[src/design/emb_pkg.sv]
// Shared types and constants for the emboss pixel stream block.
// No dependencies; imported by every design file except emb_ram.
`default_nettype none

package emb_pkg;

  // Frame geometry register widths and reset values
  localparam int unsigned WIDTH_REG_BITS  = 13;
  localparam int unsigned HEIGHT_REG_BITS = 16;
  localparam int unsigned CFG_DATA_BITS   = 16;
  localparam int unsigned CFG_IDX_BITS    = 4;
  localparam int unsigned DEF_MAX_WIDTH   = 4096;

  localparam logic [WIDTH_REG_BITS-1:0]  WIDTH_RESET  = 13'd640;
  localparam logic [HEIGHT_REG_BITS-1:0] HEIGHT_RESET = 16'd480;

  // Register indexes
  localparam logic [CFG_IDX_BITS-1:0] REG_IMAGE_WIDTH  = 4'd0;
  localparam logic [CFG_IDX_BITS-1:0] REG_IMAGE_HEIGHT = 4'd1;

  localparam int unsigned PIXEL_BITS = 32;
  localparam int unsigned RGB_BITS   = 24;

  localparam logic [7:0] GRAY_MID = 8'd128;
  localparam logic [7:0] GRAY_MAX = 8'hFF;

  // One classified request between front and back
  typedef struct packed {
    logic [PIXEL_BITS-1:0] pixel;
    logic [RGB_BITS-1:0]   upper_left;
    logic                  border;
    logic                  frame_last;
  } emb_item_t;

endpackage

`default_nettype wire

[src/design/emb_back.sv]
// Back end: emboss arithmetic and the result register.
// Uses emb_pkg; drains the request queue into a one-deep output stage.
`default_nettype none

module emb_back
  import emb_pkg::*;
(
  input  wire logic                  clk,
  input  wire logic                  rst_n,
  input  wire logic                  q_valid,
  input  wire emb_item_t             q_head,
  output logic                       q_pop,
  input  wire logic                  out_pop,
  output logic                       out_valid,
  output logic [PIXEL_BITS-1:0]      out_pixel,
  output logic                       out_frame_last
);

  logic                  out_valid_r;
  logic [PIXEL_BITS-1:0] out_pixel_r;
  logic                  out_last_r;

  logic signed [8:0] dr, dg, db, pick;
  logic [8:0]        ar, ag, ab, best;
  logic signed [9:0] sum;
  logic [7:0]        gray;

  function automatic logic [8:0] mag(input logic signed [8:0] d);
    mag = d[8] ? 9'(-d) : 9'(d);
  endfunction

  always_comb begin
    dr = $signed({1'b0, q_head.upper_left[23:16]}) - $signed({1'b0, q_head.pixel[31:24]});
    dg = $signed({1'b0, q_head.upper_left[15:8]})  - $signed({1'b0, q_head.pixel[23:16]});
    db = $signed({1'b0, q_head.upper_left[7:0]})   - $signed({1'b0, q_head.pixel[15:8]});
    ar = mag(dr);
    ag = mag(dg);
    ab = mag(db);
    // ties favour red, then green
    pick = dr;
    best = ar;
    if (ag > best) begin
      pick = dg;
      best = ag;
    end
    if (ab > best) begin
      pick = db;
    end
    sum = $signed({2'b00, GRAY_MID}) + 10'(pick);
    if (q_head.border) begin
      gray = GRAY_MID;
    end else if (sum[9]) begin
      gray = '0;
    end else if (sum[8]) begin
      gray = GRAY_MAX;
    end else begin
      gray = sum[7:0];
    end
  end

  assign q_pop = q_valid && (!out_valid_r || out_pop);

  always_ff @(posedge clk) begin
    if (!rst_n) begin
      out_valid_r <= 1'b0;
    end else if (q_pop) begin
      out_valid_r <= 1'b1;
    end else if (out_pop) begin
      out_valid_r <= 1'b0;
    end
  end

  always_ff @(posedge clk) begin
    if (q_pop) begin
      out_pixel_r <= {gray, gray, gray, q_head.pixel[7:0]};
      out_last_r  <= q_head.frame_last;
    end
  end

  assign out_valid      = out_valid_r;
  assign out_pixel      = out_pixel_r;
  assign out_frame_last = out_last_r;

endmodule

`default_nettype wire

[config.mk]
export PLATFORM = sky130hd
export DESIGN_NAME = emb_back
export DESIGN_NICKNAME = d
export VERILOG_FILES = /design/src/design/emb_pkg.sv /design/src/design/emb_back.sv
export SDC_FILE = /design/constraint.sdc
export NUM_CORES = 1
export LEC_CHECK = 0
export ABC_AREA = 1
export BUFFER_PORTS_ARGS = -buffer_cell sky130_fd_sc_hd__buf_2
export CELL_PAD_IN_SITES_DETAIL_PLACEMENT = 0
export CELL_PAD_IN_SITES_GLOBAL_PLACEMENT = 1
export CORE_ASPECT_RATIO = 0.5
export CORE_MARGIN = 1.5
export CORE_UTILIZATION = 40
export DETAILED_ROUTE_END_ITERATION = 6
export HOLD_SLACK_MARGIN = 0.1
export PLACE_DENSITY = 0.85
export SLEW_MARGIN = 20
export SYNTH_ARGS = -nofsm -noshare
export SYNTH_HDL_FRONTEND = slang
export SYNTH_SLANG_ARGS = --single-unit
[constraint.sdc]
create_clock -name clk -period 14.4 [get_ports clk]
set_clock_uncertainty 0.2 [all_clocks]
set_input_delay 2.88 -clock clk [delete_from_list [all_inputs] [get_ports clk]]
set_output_delay 2.88 -clock clk [all_outputs]
set_load 0.1 [all_outputs]
==> flow_metrics.py <==
metrics = {
    "status": {
        "status": "complete, no violations",
    },
    "grt": {
        "grtUsageMet3_pct": 1.619,
        "grt-busiest-layer": "met1",
        "gr-total-overflow": 0,
        "grt_antenna_before_repair": 0,
        "grt_max_degree": 22,
        "grt.total_usage_pct": 17.94,
        "met1_usage_pct": 28.81,
        "grt_pass1_wl_microns": 13970,
        "met2_usage_pct": 26.25,
        "grt_pass1_vias": 2975,
    },
    "clock_tree": {
        "insertion_delay_ns": 0.24,
        "numCtsBuffers": 3,
        "ctsResizeCount": 0,
        "post_cts_buffers": 0,
        "ctsHoldBuffers": 0,
        "clock_path_buffers": 2,
        "cts_tree": "yes",
        "cts_root_buf": "clkbuf_16",
        "clock-sinks": 18,
        "htreeDepth": 1,
        "clkTransAtPathRegs_ns": 0.05,
    },
    "floorplan": {
        "io_pins": 97,
        "core-area_sq_mm": 0.008230,
        "fp.dieH_microns": 69.14,
        "rows": 23,
        "fp.dieArea_sq_mm": 0.009353,
        "fp.dieW_microns": 135.3,
        "start_util_pct": 42.52,
    },
    "power_and_ir_drop": {
        "power_density_mw_per_mm2": 198.6,
        "seqPwrFrac_pct": 10.8,
        "p_sw_share_pct": 66.33,
        "power.net_switching_mw": 0.5328,
        "p_comb_share_pct": 82.4,
        "vdd_drop_max_uv": 244.5,
        "power.total_mw": 0.8032,
        "p_clk_share_pct": 6.8,
        "p_leak_nw": 2.413,
        "p_int_mw": 0.2704,
    },
    "drt": {
        "drt-initial-drc-count": 220,
        "wl_per_cell_microns": 10.95,
        "drtAntennaViolNets": 0,
        "routed_wl_microns": 8161,
        "vias": 3459,
        "first_pass_iters": 4,
        "drc_errors": 0,
        "via_per_inst": 4.643,
    },
    "worst_setup_path": {
        "critPathTopFamily": "simple AND/OR/NAND/NOR gates",
        "worstReg2RegStart": "out_valid$_SDFFE_PN0P_",
        "critical_path_arrival_ns": 8.25,
        "worst-path-buf-inv": 9,
        "crit_path_max_incr_delay_ns": 0.54,
        "path_class": "in2reg",
        "critPathCaptureType": "register",
        "slowest_stage": "a21oi_2",
        "cp_max_fo": 21,
        "start_kind": "primary input",
        "required_ns": 14.19,
        "rrSetupSlack_ns": 13.17,
        "critPathLaunch": "q_head[10]",
        "path_common_cell": "nand2_1",
    },
    "sta": {
        "fin_crit_sh_pct": 58.75,
        "slew_viol_final": 0,
        "finalSetupViolCount": 0,
        "timing.final.hold_violations": 0,
        "fmax_mhz": 118.2,
        "relSlewSlack_pct": 55.45,
        "rsz0062_at_grt": "false",
        "worst_pin_slew_ns": 0.6683,
        "hold_slack_ns": 0.2829,
        "tns_ns": 0,
        "fin_crit_ns": 8.459,
    },
    "place": {
        "hpwl_microns": 7164,
        "port_buffers": 96,
        "place_congestion": 0.8819,
    },
    "synthesis": {
        "synthCells": 552,
        "synth_seq_cells": 18,
        "ys_seq_area_share_pct": 15.16,
        "synth_area_per_cell_sq_um": 6.340,
        "syn_area_sq_mm": 0.003500,
        "ys.warnings.count": 0,
        "ys_types": 36,
        "syn_nets": 663,
    },
    "layout": {
        "final_common_cell": "nand2_1",
        "antenna_cells": 0,
        "fin_util_pct": 49.15,
        "area_delta_synth_final_pct": 15.59,
        "final_cell_mix": "159 x nand2_1, 106 x inv_1, 96 x buf_2",
        "layout-drive-gt1-share_pct": 23.85,
        "nets": 745,
    },
    "hold_path": {
        "hold_start": "out_valid$_SDFFE_PN0P_",
        "hp-class": "reg2reg",
    },
    "job": {
        "maxCapViolCount": 0,
    },
}
[registers in the layout (all words and copies together) (netlist names)]
register	count
out_pixel	16
out_frame_last	1
out_valid	1
[cell families (layout without fill, tap and decap cells)]
kind of cell    count (synthesis)  in the layout  share of synthesized area (%)
simple gates                  294            294                          39.40
buf+inv                       132            213                          16.70
compound gates                 53             53                          9.081
fa+ha+maj                      49             49                          18.16
flops                          18             18                          15.16
xor+xnor                        6              6                          1.502
[area by class of cell]
cell class / instances / area [sq um]
inverter: 112 / 422.9
clock inverter: 1 / 3.754
multi-input combinational: 402 / 2385
fill: 857 / 4185
timing repair buffer: 97 / 488.0
tap: 112 / 140.1
clock buffer: 3 / 75.07
sequential: 18 / 530.5
[Yosys cell counts, drive strengths merged]
| library cell | n | share of area (%) |
|---|---|---|
| buf | 20 | 4.6 |
| dfxtp | 1 | 0.57 |
| or2 | 2 | 0.43 |
| edfxtp | 17 | 15 |
| and2 | 2 | 0.50 |
| xor2 | 5 | 1.3 |
| a21boi | 1 | 0.21 |
| o21ai | 18 | 3.1 |
| a21oi | 28 | 4.3 |
| inv | 112 | 12 |
| xnor2 | 1 | 0.25 |
| nand2 | 171 | 19 |
| nor3 | 3 | 0.71 |
| nand3b | 4 | 0.86 |
| ha | 46 | 16 |
| nor2 | 32 | 4.2 |
| o21a | 4 | 0.86 |
| o211ai | 1 | 0.36 |
| fa | 3 | 1.7 |
| nor4 | 1 | 0.36 |
| nand4 | 13 | 2.7 |
| nand3 | 66 | 10 |
| a21o | 1 | 0.21 |
[stage by stage]
step                cells  area (sq um)  setup slack, ns
global placement      741          3966            5.896
detailed placement    741          3966            5.711
CTS                   745          4045            5.968
global route          745          4045            5.360
finish                745          4045            5.941
floorplan             552          3500            6.138
[power by group through the flow]
stage | Clock [mW] | Sequential, mW | Combinational [mW]
6_report | 0.0544 | 0.0867 | 0.662
3_5_place_dp | 0 | 0.0880 | 0.660
2_1_floorplan | 0 | 0.181 | 0.498
4_1_cts | 0.0556 | 0.0873 | 0.661
3_3_place_gp | 0 | 0.0873 | 0.654
5_1_grt | 0.0592 | 0.0891 | 0.730
[per-layer routing]
metal | share of wire, % | vias up
met3 | 4.4 | 5
met2 | 40 | 95
met5 | 0 | -
met1 | 56 | 1443
met4 | 0.31 | 0
li1 | - | 1916
[worst register-to-register path, stage by stage (launching register included)]
cell	delay [ns]
dfxtp_1	0.31
a21oi_1	0.14
buf_4	0.26
[path summary, 6_finish.rpt]
path / cells past startpoint / endpoint
setup / recovery: 37 / out_pixel[30]$_SDFFCE_PP0P_
hold / removal: 2 / out_valid$_SDFFE_PN0P_
setup reg to reg: 2 / out_pixel[24]$_SDFFCE_PP0P_
hold reg to reg: 2 / out_valid$_SDFFE_PN0P_
No activity file was read; power rests on OpenSTA's default activity.
