## src/design/emb_pkg.sv

```systemverilog
// Shared types and constants for the emboss pixel stream block.
// No dependencies; imported by every design file except emb_ram.
`default_nettype none

package emb_pkg;

  // Frame geometry register widths and reset values
  localparam int unsigned WIDTH_REG_BITS  = 13;
  localparam int unsigned HEIGHT_REG_BITS = 16;
  localparam int unsigned CFG_DATA_BITS   = 16;
  localparam int unsigned CFG_IDX_BITS    = 4;
  localparam int unsigned DEF_MAX_WIDTH   = 4096;

  localparam logic [WIDTH_REG_BITS-1:0]  WIDTH_RESET  = 13'd640;
  localparam logic [HEIGHT_REG_BITS-1:0] HEIGHT_RESET = 16'd480;

  // Register indexes
  localparam logic [CFG_IDX_BITS-1:0] REG_IMAGE_WIDTH  = 4'd0;
  localparam logic [CFG_IDX_BITS-1:0] REG_IMAGE_HEIGHT = 4'd1;

  localparam int unsigned PIXEL_BITS = 32;
  localparam int unsigned RGB_BITS   = 24;

  localparam logic [7:0] GRAY_MID = 8'd128;
  localparam logic [7:0] GRAY_MAX = 8'hFF;

  // One classified request between front and back
  typedef struct packed {
    logic [PIXEL_BITS-1:0] pixel;
    logic [RGB_BITS-1:0]   upper_left;
    logic                  border;
    logic                  frame_last;
  } emb_item_t;

endpackage

`default_nettype wire

```

## src/design/emb_queue.sv

```systemverilog
// Two-entry queue of classified requests between front and back.
// Uses emb_pkg for the request type.
`default_nettype none

module emb_queue
  import emb_pkg::*;
(
  input  wire logic      clk,
  input  wire logic      rst_n,
  input  wire logic      push,
  input  wire emb_item_t push_item,
  output logic           full,
  input  wire logic      pop,
  output logic           valid,
  output emb_item_t      head
);

  emb_item_t  slot_r [2];
  logic       wr_ptr_r, rd_ptr_r;
  logic [1:0] count_r;

  always_ff @(posedge clk) begin
    if (push) begin
      slot_r[wr_ptr_r] <= push_item;
    end
  end

  always_ff @(posedge clk) begin
    if (!rst_n) begin
      wr_ptr_r <= 1'b0;
      rd_ptr_r <= 1'b0;
      count_r  <= 2'd0;
    end else begin
      if (push) wr_ptr_r <= !wr_ptr_r;
      if (pop)  rd_ptr_r <= !rd_ptr_r;
      case ({push, pop})
        2'b10:   count_r <= count_r + 2'd1;
        2'b01:   count_r <= count_r - 2'd1;
        default: count_r <= count_r;
      endcase
    end
  end

  assign full  = count_r == 2'd2;
  assign valid = count_r != 2'd0;
  assign head  = slot_r[rd_ptr_r];

endmodule

`default_nettype wire

```

## config.mk

```make
export PLATFORM = sky130hd
export DESIGN_NAME = emb_queue
export DESIGN_NICKNAME = d
export VERILOG_FILES = /design/src/design/emb_pkg.sv /design/src/design/emb_queue.sv
export SDC_FILE = /design/constraint.sdc
export NUM_CORES = 1
export LEC_CHECK = 0
export ABC_AREA = 1
export BUFFER_PORTS_ARGS = -buffer_cell sky130_fd_sc_hd__buf_2
export CORE_MARGIN = 3
export CORE_UTILIZATION = 47
export DETAILED_ROUTE_END_ITERATION = 6
export GPL_TIMING_DRIVEN = 0
export PLACE_DENSITY = 0.76
export SYNTH_ARGS = -nofsm -noshare
export SYNTH_HDL_FRONTEND = slang
export SYNTH_SLANG_ARGS = --single-unit
```

## constraint.sdc

```tcl
create_clock -name clk -period 3.1 [get_ports clk]
set_clock_uncertainty 0.15 [all_clocks]
set_input_delay 0.31 -clock clk [delete_from_list [all_inputs] [get_ports clk]]
set_output_delay 0.31 -clock clk [all_outputs]
set_load 0.02 [all_outputs]
```

==> flow_summary.json, run 1 <==
{
  "num_vias": 2576,
  "slew_viol_final": 0,
  "postCtsResizedCells": 0,
  "required_ns": 2.64,
  "post_cts_buffers": 0,
  "htreeDepth": 4,
  "synth.area.top_cells": "edfxtp_1, mux2_2, mux2_4",
  "clk_pin_slew_ns": 0.05,
  "hp-class": "reg2reg",
  "p_total_mw": 4.22,
  "avgSynthCellArea_um2": 20.9,
  "clock_sinks": 121,
  "period_share_pct": 70.8,
  "yosys_warnings": 0,
  "clock_path_buffers": 2,
  "drive_above_1_share_pct": 51.0,
  "synth_edf_count": 116,
  "cp.arrival_ns": 1.73,
  "cts_buffers": 17,
  "synth_commonest_cells": "edfxtp_1, mux2_2, mux2_4, nor2_1, nand2_1",
  "fin_setup_tns_ns": 0,
  "timing.max_cap.violations": 0,
  "worstSkewPairLatency_ns": 0.49,
  "grt_pass1_vias": 2865,
  "placed_cells": 467,
  "gp_congestion": 0.675,
  "leakagePower_nw": 2.55,
  "avgRoutedWirePerCell_um": 15.2,
  "power_density_nw_per_um2": 651,
  "dr.first_iter.drc_count": 106,
  "ys.flop_type": "edfxtp_1",
  "yosysTopAreaCellShare_pct": 77.6,
  "viasPerCell": 4.60,
  "antenna_found_initial": 0,
  "final_area_um2": 6480,
  "syn_nets": 278,
  "syn_area_um2": 4490,
  "worst_setup_path_end_kind": "output pin",
  "cts_tree": "yes",
  "cp_common_cell": "buf_6",
  "io_pins": 122,
  "fp.coreArea_um2": 9240,
  "syn-instance-count": 215,
  "ant_nets": 0,
  "worst_slack_ns": 0.905,
  "ir_drop_v": 0.000543,
  "synth_seq_cells": 121,
  "layoutNonFillerInstCount": 560,
  "rows": 35,
  "die_area_um2": 10800,
  "cts-root-buf": "clkbuf_8",
  "pre_cts_slack_ns": 1.07,
  "max_stage_delay_ns": 0.38,
  "synth_most_common_cell": "edfxtp_1",
  "ys_types": 13,
  "synth-async-reset-ratio_pct": 0,
  "overflow": 0,
  "fin_crit_ns": 2.19,
  "crit_path_start_kind": "flip-flop",
  "crit_fanout": 10,
  "chipHeight_um": 104,
  "grt_pass1_wl_um": 13900,
  "grt_max_degree": 31,
  "die-width_um": 104,
  "synth_largest_area_cell": "edfxtp_1",
  "hold_viol": 0,
  "critPathSlowestCell": "dfxtp_1",
  "firstDrtPassIters": 4,
  "grt.total_usage_pct": 16.6,
  "num_antenna_cells": 0,
  "initial_core_util_pct": 48.6,
  "hpwl_um": 5220,
  "fmax_ghz": 0.456,
  "fin_nets": 481,
  "dpl_cell_area_um2": 5300,
  "setup_viol": 0,
  "worstMarginPinSlew_ns": 0.923,
  "relSlewSlack_pct": 38.3,
  "status": "complete, no violations",
  "port_buffers": 121,
  "rsz0062_at_grt": "no",
  "drcViolationCount": 0,
  "seq_area_frac_synth_pct": 79.9,
  "hold_buffers": 61,
  "worstSetupPathType": "reg2out",
  "wl_um": 8490,
  "cp_cell_sequence": "buf_6 -> buf_6 -> mux2_4 -> buf_2",
  "areaGrowthSynthToFinish_pct": 44.4
}
final cells by class:
type	instances	area (µm²)
Sequential cell	121	3580
Clock inverter	15	154
Inverter	6	22.5
Clock buffer	17	414
Tap cell	129	161
Buffer	6	48.8
Fill cell	596	2760
Timing Repair Buffer	184	1260
Multi-Input combinational cell	82	840
critical path, delay by kind of cell (launching register included):
family	cells	cell delay (ns)
buf+inv	3	0.54
mux	1	0.32
flops	1	0.38
metal layers:
metal | share of wire (%) | track usage (%) | vias up
li1 | - | - | 1238
met1 | 40 | 18.7 | 1244
met2 | 53 | 28.7 | 84
met3 | 5.8 | 6.73 | 10
met4 | 0.68 | 5.60 | 0
met5 | 0 | 0 | -
worst paths after layout:
| check | from | end | slack [ns] | cells after the start |
|---|---|---|---|---|
| max | flip-flop | head[29] | 0.91 | 4 |
| min | rd_ptr_r | flip-flop | 0.35 | 2 |
| max reg2reg | wr_ptr_r | slot_r[0][33] | 1.25 | 2 |
| min reg2reg | rd_ptr_r | flip-flop | 0.35 | 2 |
power breakdown:
group / internal, mW / leakage (nW) / switching (mW)
registers: 1.89 / 1.13 / 0.0234
logic: 0.225 / 1.16 / 0.247
clock network: 1.14 / 0.260 / 0.694
total: 3.26 / 2.55 / 0.965
cells by family (layout without fill, tap and decap cells):
logic type | Yosys count | after routing | share of synthesized area [%]
buf+inv | 12 | 228 | 1.59
fa+ha+maj | 1 | 1 | 0.279
mux | 58 | 58 | 16.2
flops | 121 | 121 | 79.9
simple gates | 21 | 21 | 1.81
compound gates | 2 | 2 | 0.223
registers in the layout, summed over array words and instances (netlist names), named ones only:
register,flops
slot_r,116
count_r,2
rd_ptr_r,1
wr_ptr_r,1
layout by cell type (no fill, tap or decap), drive strengths merged:
master	n
mux2	58
o21ai	1
dfxtp	5
nand4	1
clkinvlp	6
inv	7
clkbuf	17
nor2	11
nand2	9
a21oi	1
buf	129
dlygate4sd3	61
ha	1
edfxtp	116
bufinv	2
clkinv	6
through the flow:
stage          hold WS (ns)  utilization, %
2_1_floorplan         0.259               -
3_3_place_gp          0.325            56.9
3_5_place_dp          0.350            57.4
4_1_cts               0.351            70.1
5_1_grt               0.366            70.1
6_report              0.355            70.1
(Power assumes the default switching activity.)
==> inputs of run 2 (changes only) <==
--- a/config.mk
+++ b/config.mk
@@ -8,10 +8,10 @@
 export ABC_AREA = 1
 export BUFFER_PORTS_ARGS = -buffer_cell sky130_fd_sc_hd__buf_2
 export CORE_MARGIN = 3
-export CORE_UTILIZATION = 47
+export CORE_UTILIZATION = 50
 export DETAILED_ROUTE_END_ITERATION = 6
 export GPL_TIMING_DRIVEN = 0
-export PLACE_DENSITY = 0.76
+export PLACE_DENSITY = 0.77
 export SYNTH_ARGS = -nofsm -noshare
 export SYNTH_HDL_FRONTEND = slang
 export SYNTH_SLANG_ARGS = --single-unit
==> constraint.sdc (replaced) <==
create_clock -name clk -period 2.27 [get_ports clk]
set_clock_uncertainty 0.15 [all_clocks]
set_input_delay 0.227 -clock clk [delete_from_list [all_inputs] [get_ports clk]]
set_output_delay 0.227 -clock clk [all_outputs]
set_load 0.02 [all_outputs]
==> flow_summary.json, run 2 (synthesized netlist as in run 1, its figures left out) <==
{
  "final_area_um2": 6520,
  "period_share_pct": 91.8,
  "p_total_mw": 5.94,
  "fin_nets": 483,
  "layoutNonFillerInstCount": 538,
  "pre_cts_slack_ns": 0.553,
  "final_cell_mix": "buf_2, edfxtp_1, dlygate4sd3_1",
  "rows": 33,
  "worstSetupPathType": "reg2out",
  "die_area_um2": 10100,
  "power_density_nw_per_um2": 912,
  "finalHoldWorstSlack_ns": 0.0981,
  "dr.first_iter.drc_count": 79,
  "cp_num_buf_inv": 3,
  "grt_pass1_wl_um": 13200,
  "clk_pin_slew_ns": 0.06,
  "cts_tree": "yes",
  "max_stage_delay_ns": 0.37,
  "num_antenna_cells": 0,
  "fin_setup_tns_ns": 0,
  "reg_top3": "slot_r (116), count_r (2)",
  "antenna_found_initial": 0,
  "reg2reg_to": "wr_ptr_r",
  "avgRoutedWirePerCell_um": 15.8,
  "critPathSlowestCell": "dfxtp_1",
  "leakagePower_nw": 2.60,
  "largest_reg_flops": 116,
  "timing.max_cap.violations": 0,
  "fin_crit_ns": 2.08,
  "hp-class": "in2reg",
  "fmax_ghz": 0.480,
  "gp_congestion": 0.680,
  "r2r-start": "wr_ptr_r",
  "layout_commonest_cell": "buf_2",
  "hold_viol": 0,
  "worst_setup_path_end_kind": "output pin",
  "r2r_cells": 5,
  "cts_buffers": 17,
  "path_delay_family": "buffers and inverters",
  "setup_viol": 0,
  "worstSkewPairLatency_ns": 0.49,
  "drive_above_1_share_pct": 50.6,
  "ir_drop_v": 0.000853,
  "clock_sinks": 121,
  "hpwl_um": 5150,
  "worstMarginPinSlew_ns": 0.473,
  "r2r_setup_slack_ns": 0.34,
  "crit_fanout": 10,
  "cts-root-buf": "clkbuf_8",
  "cp_cell_sequence": "buf_6 -> buf_6 -> mux2_4 -> buf_2",
  "fin_util_pct": 77.0,
  "postCtsResizedCells": 0,
  "grt_max_degree": 42,
  "fp.coreArea_um2": 8460,
  "io_pins": 122,
  "cp_common_cell": "buf_6",
  "num_vias": 2626,
  "largest-register": "slot_r",
  "placed_cells": 444,
  "grt.total_usage_pct": 17.5,
  "overflow": 0,
  "rsz0062_at_grt": "no",
  "areaGrowthSynthToFinish_pct": 45.3,
  "relSlewSlack_pct": 68.4,
  "chipHeight_um": 101,
  "firstDrtPassIters": 4,
  "required_ns": 1.89,
  "grt_pass1_vias": 2866,
  "die-width_um": 101,
  "initial_core_util_pct": 53.0,
  "hold_depth": 3,
  "worst_slack_ns": 0.186,
  "htreeDepth": 4,
  "post_cts_buffers": 0,
  "dpl_cell_area_um2": 5300,
  "status": "complete, no violations",
  "min-delay-start": "push",
  "slew_viol_final": 0,
  "port_buffers": 121,
  "cp.arrival_ns": 1.71,
  "crit_path_start_kind": "flip-flop",
  "hold_end": "slot_r[0][24]",
  "clock_path_buffers": 2,
  "ant_nets": 0,
  "hold_buffers": 62,
  "drcViolationCount": 0,
  "viasPerCell": 4.88,
  "wl_um": 8500
}
run 2: cell type report:
class	instances	area [µm²]
flip-flops and latches	121	3580
inverters	6	22.5
plain buffers	6	48.8
multi-input cells	82	840
fillers	480	1940
clock buffers	20	425
repair buffers	186	1290
clock inverters	12	175
well taps	105	131
run 2: worst register-to-register path: cells and delay by family, from the launching register on:
kind	cells	cell delay (ns)
buffers and inverters	2	1.08
DFF	1	0.39
and+or+nand+nor	3	0.20
run 2: power breakdown:
group          leakage [nW]  switching, mW  internal (mW)
Sequential             1.13         0.0316           2.58
Combinational          1.18          0.338          0.317
Clock                 0.285          0.899           1.78
run 2: how the worst max path moves through the flow:
stage | startpoint | end | slack, ns | cells after the start
final | flip-flop | head[41] | 0.19 | 4
after global routing | flip-flop | head[41] | 0.07 | 4
after CTS | flip-flop | head[40] | 0.13 | 4
after detailed placement | push | slot_r[0][37] | 0.55 | 5
after global placement | wr_ptr_r | slot_r[1][37] | -0.50 | 2
after floorplan | wr_ptr_r | slot_r[1][0] | 0.12 | 2
run 2: layer usage:
| metal | vias to the layer above | wire (µm) | track usage (%) |
|---|---|---|---|
| li1 | 1249 | - | - |
| met1 | 1258 | 3300 | 18.1 |
| met2 | 101 | 4480 | 31.5 |
| met3 | 18 | 569 | 6.99 |
| met4 | 0 | 155 | 6.94 |
| met5 | - | 0 | 0 |
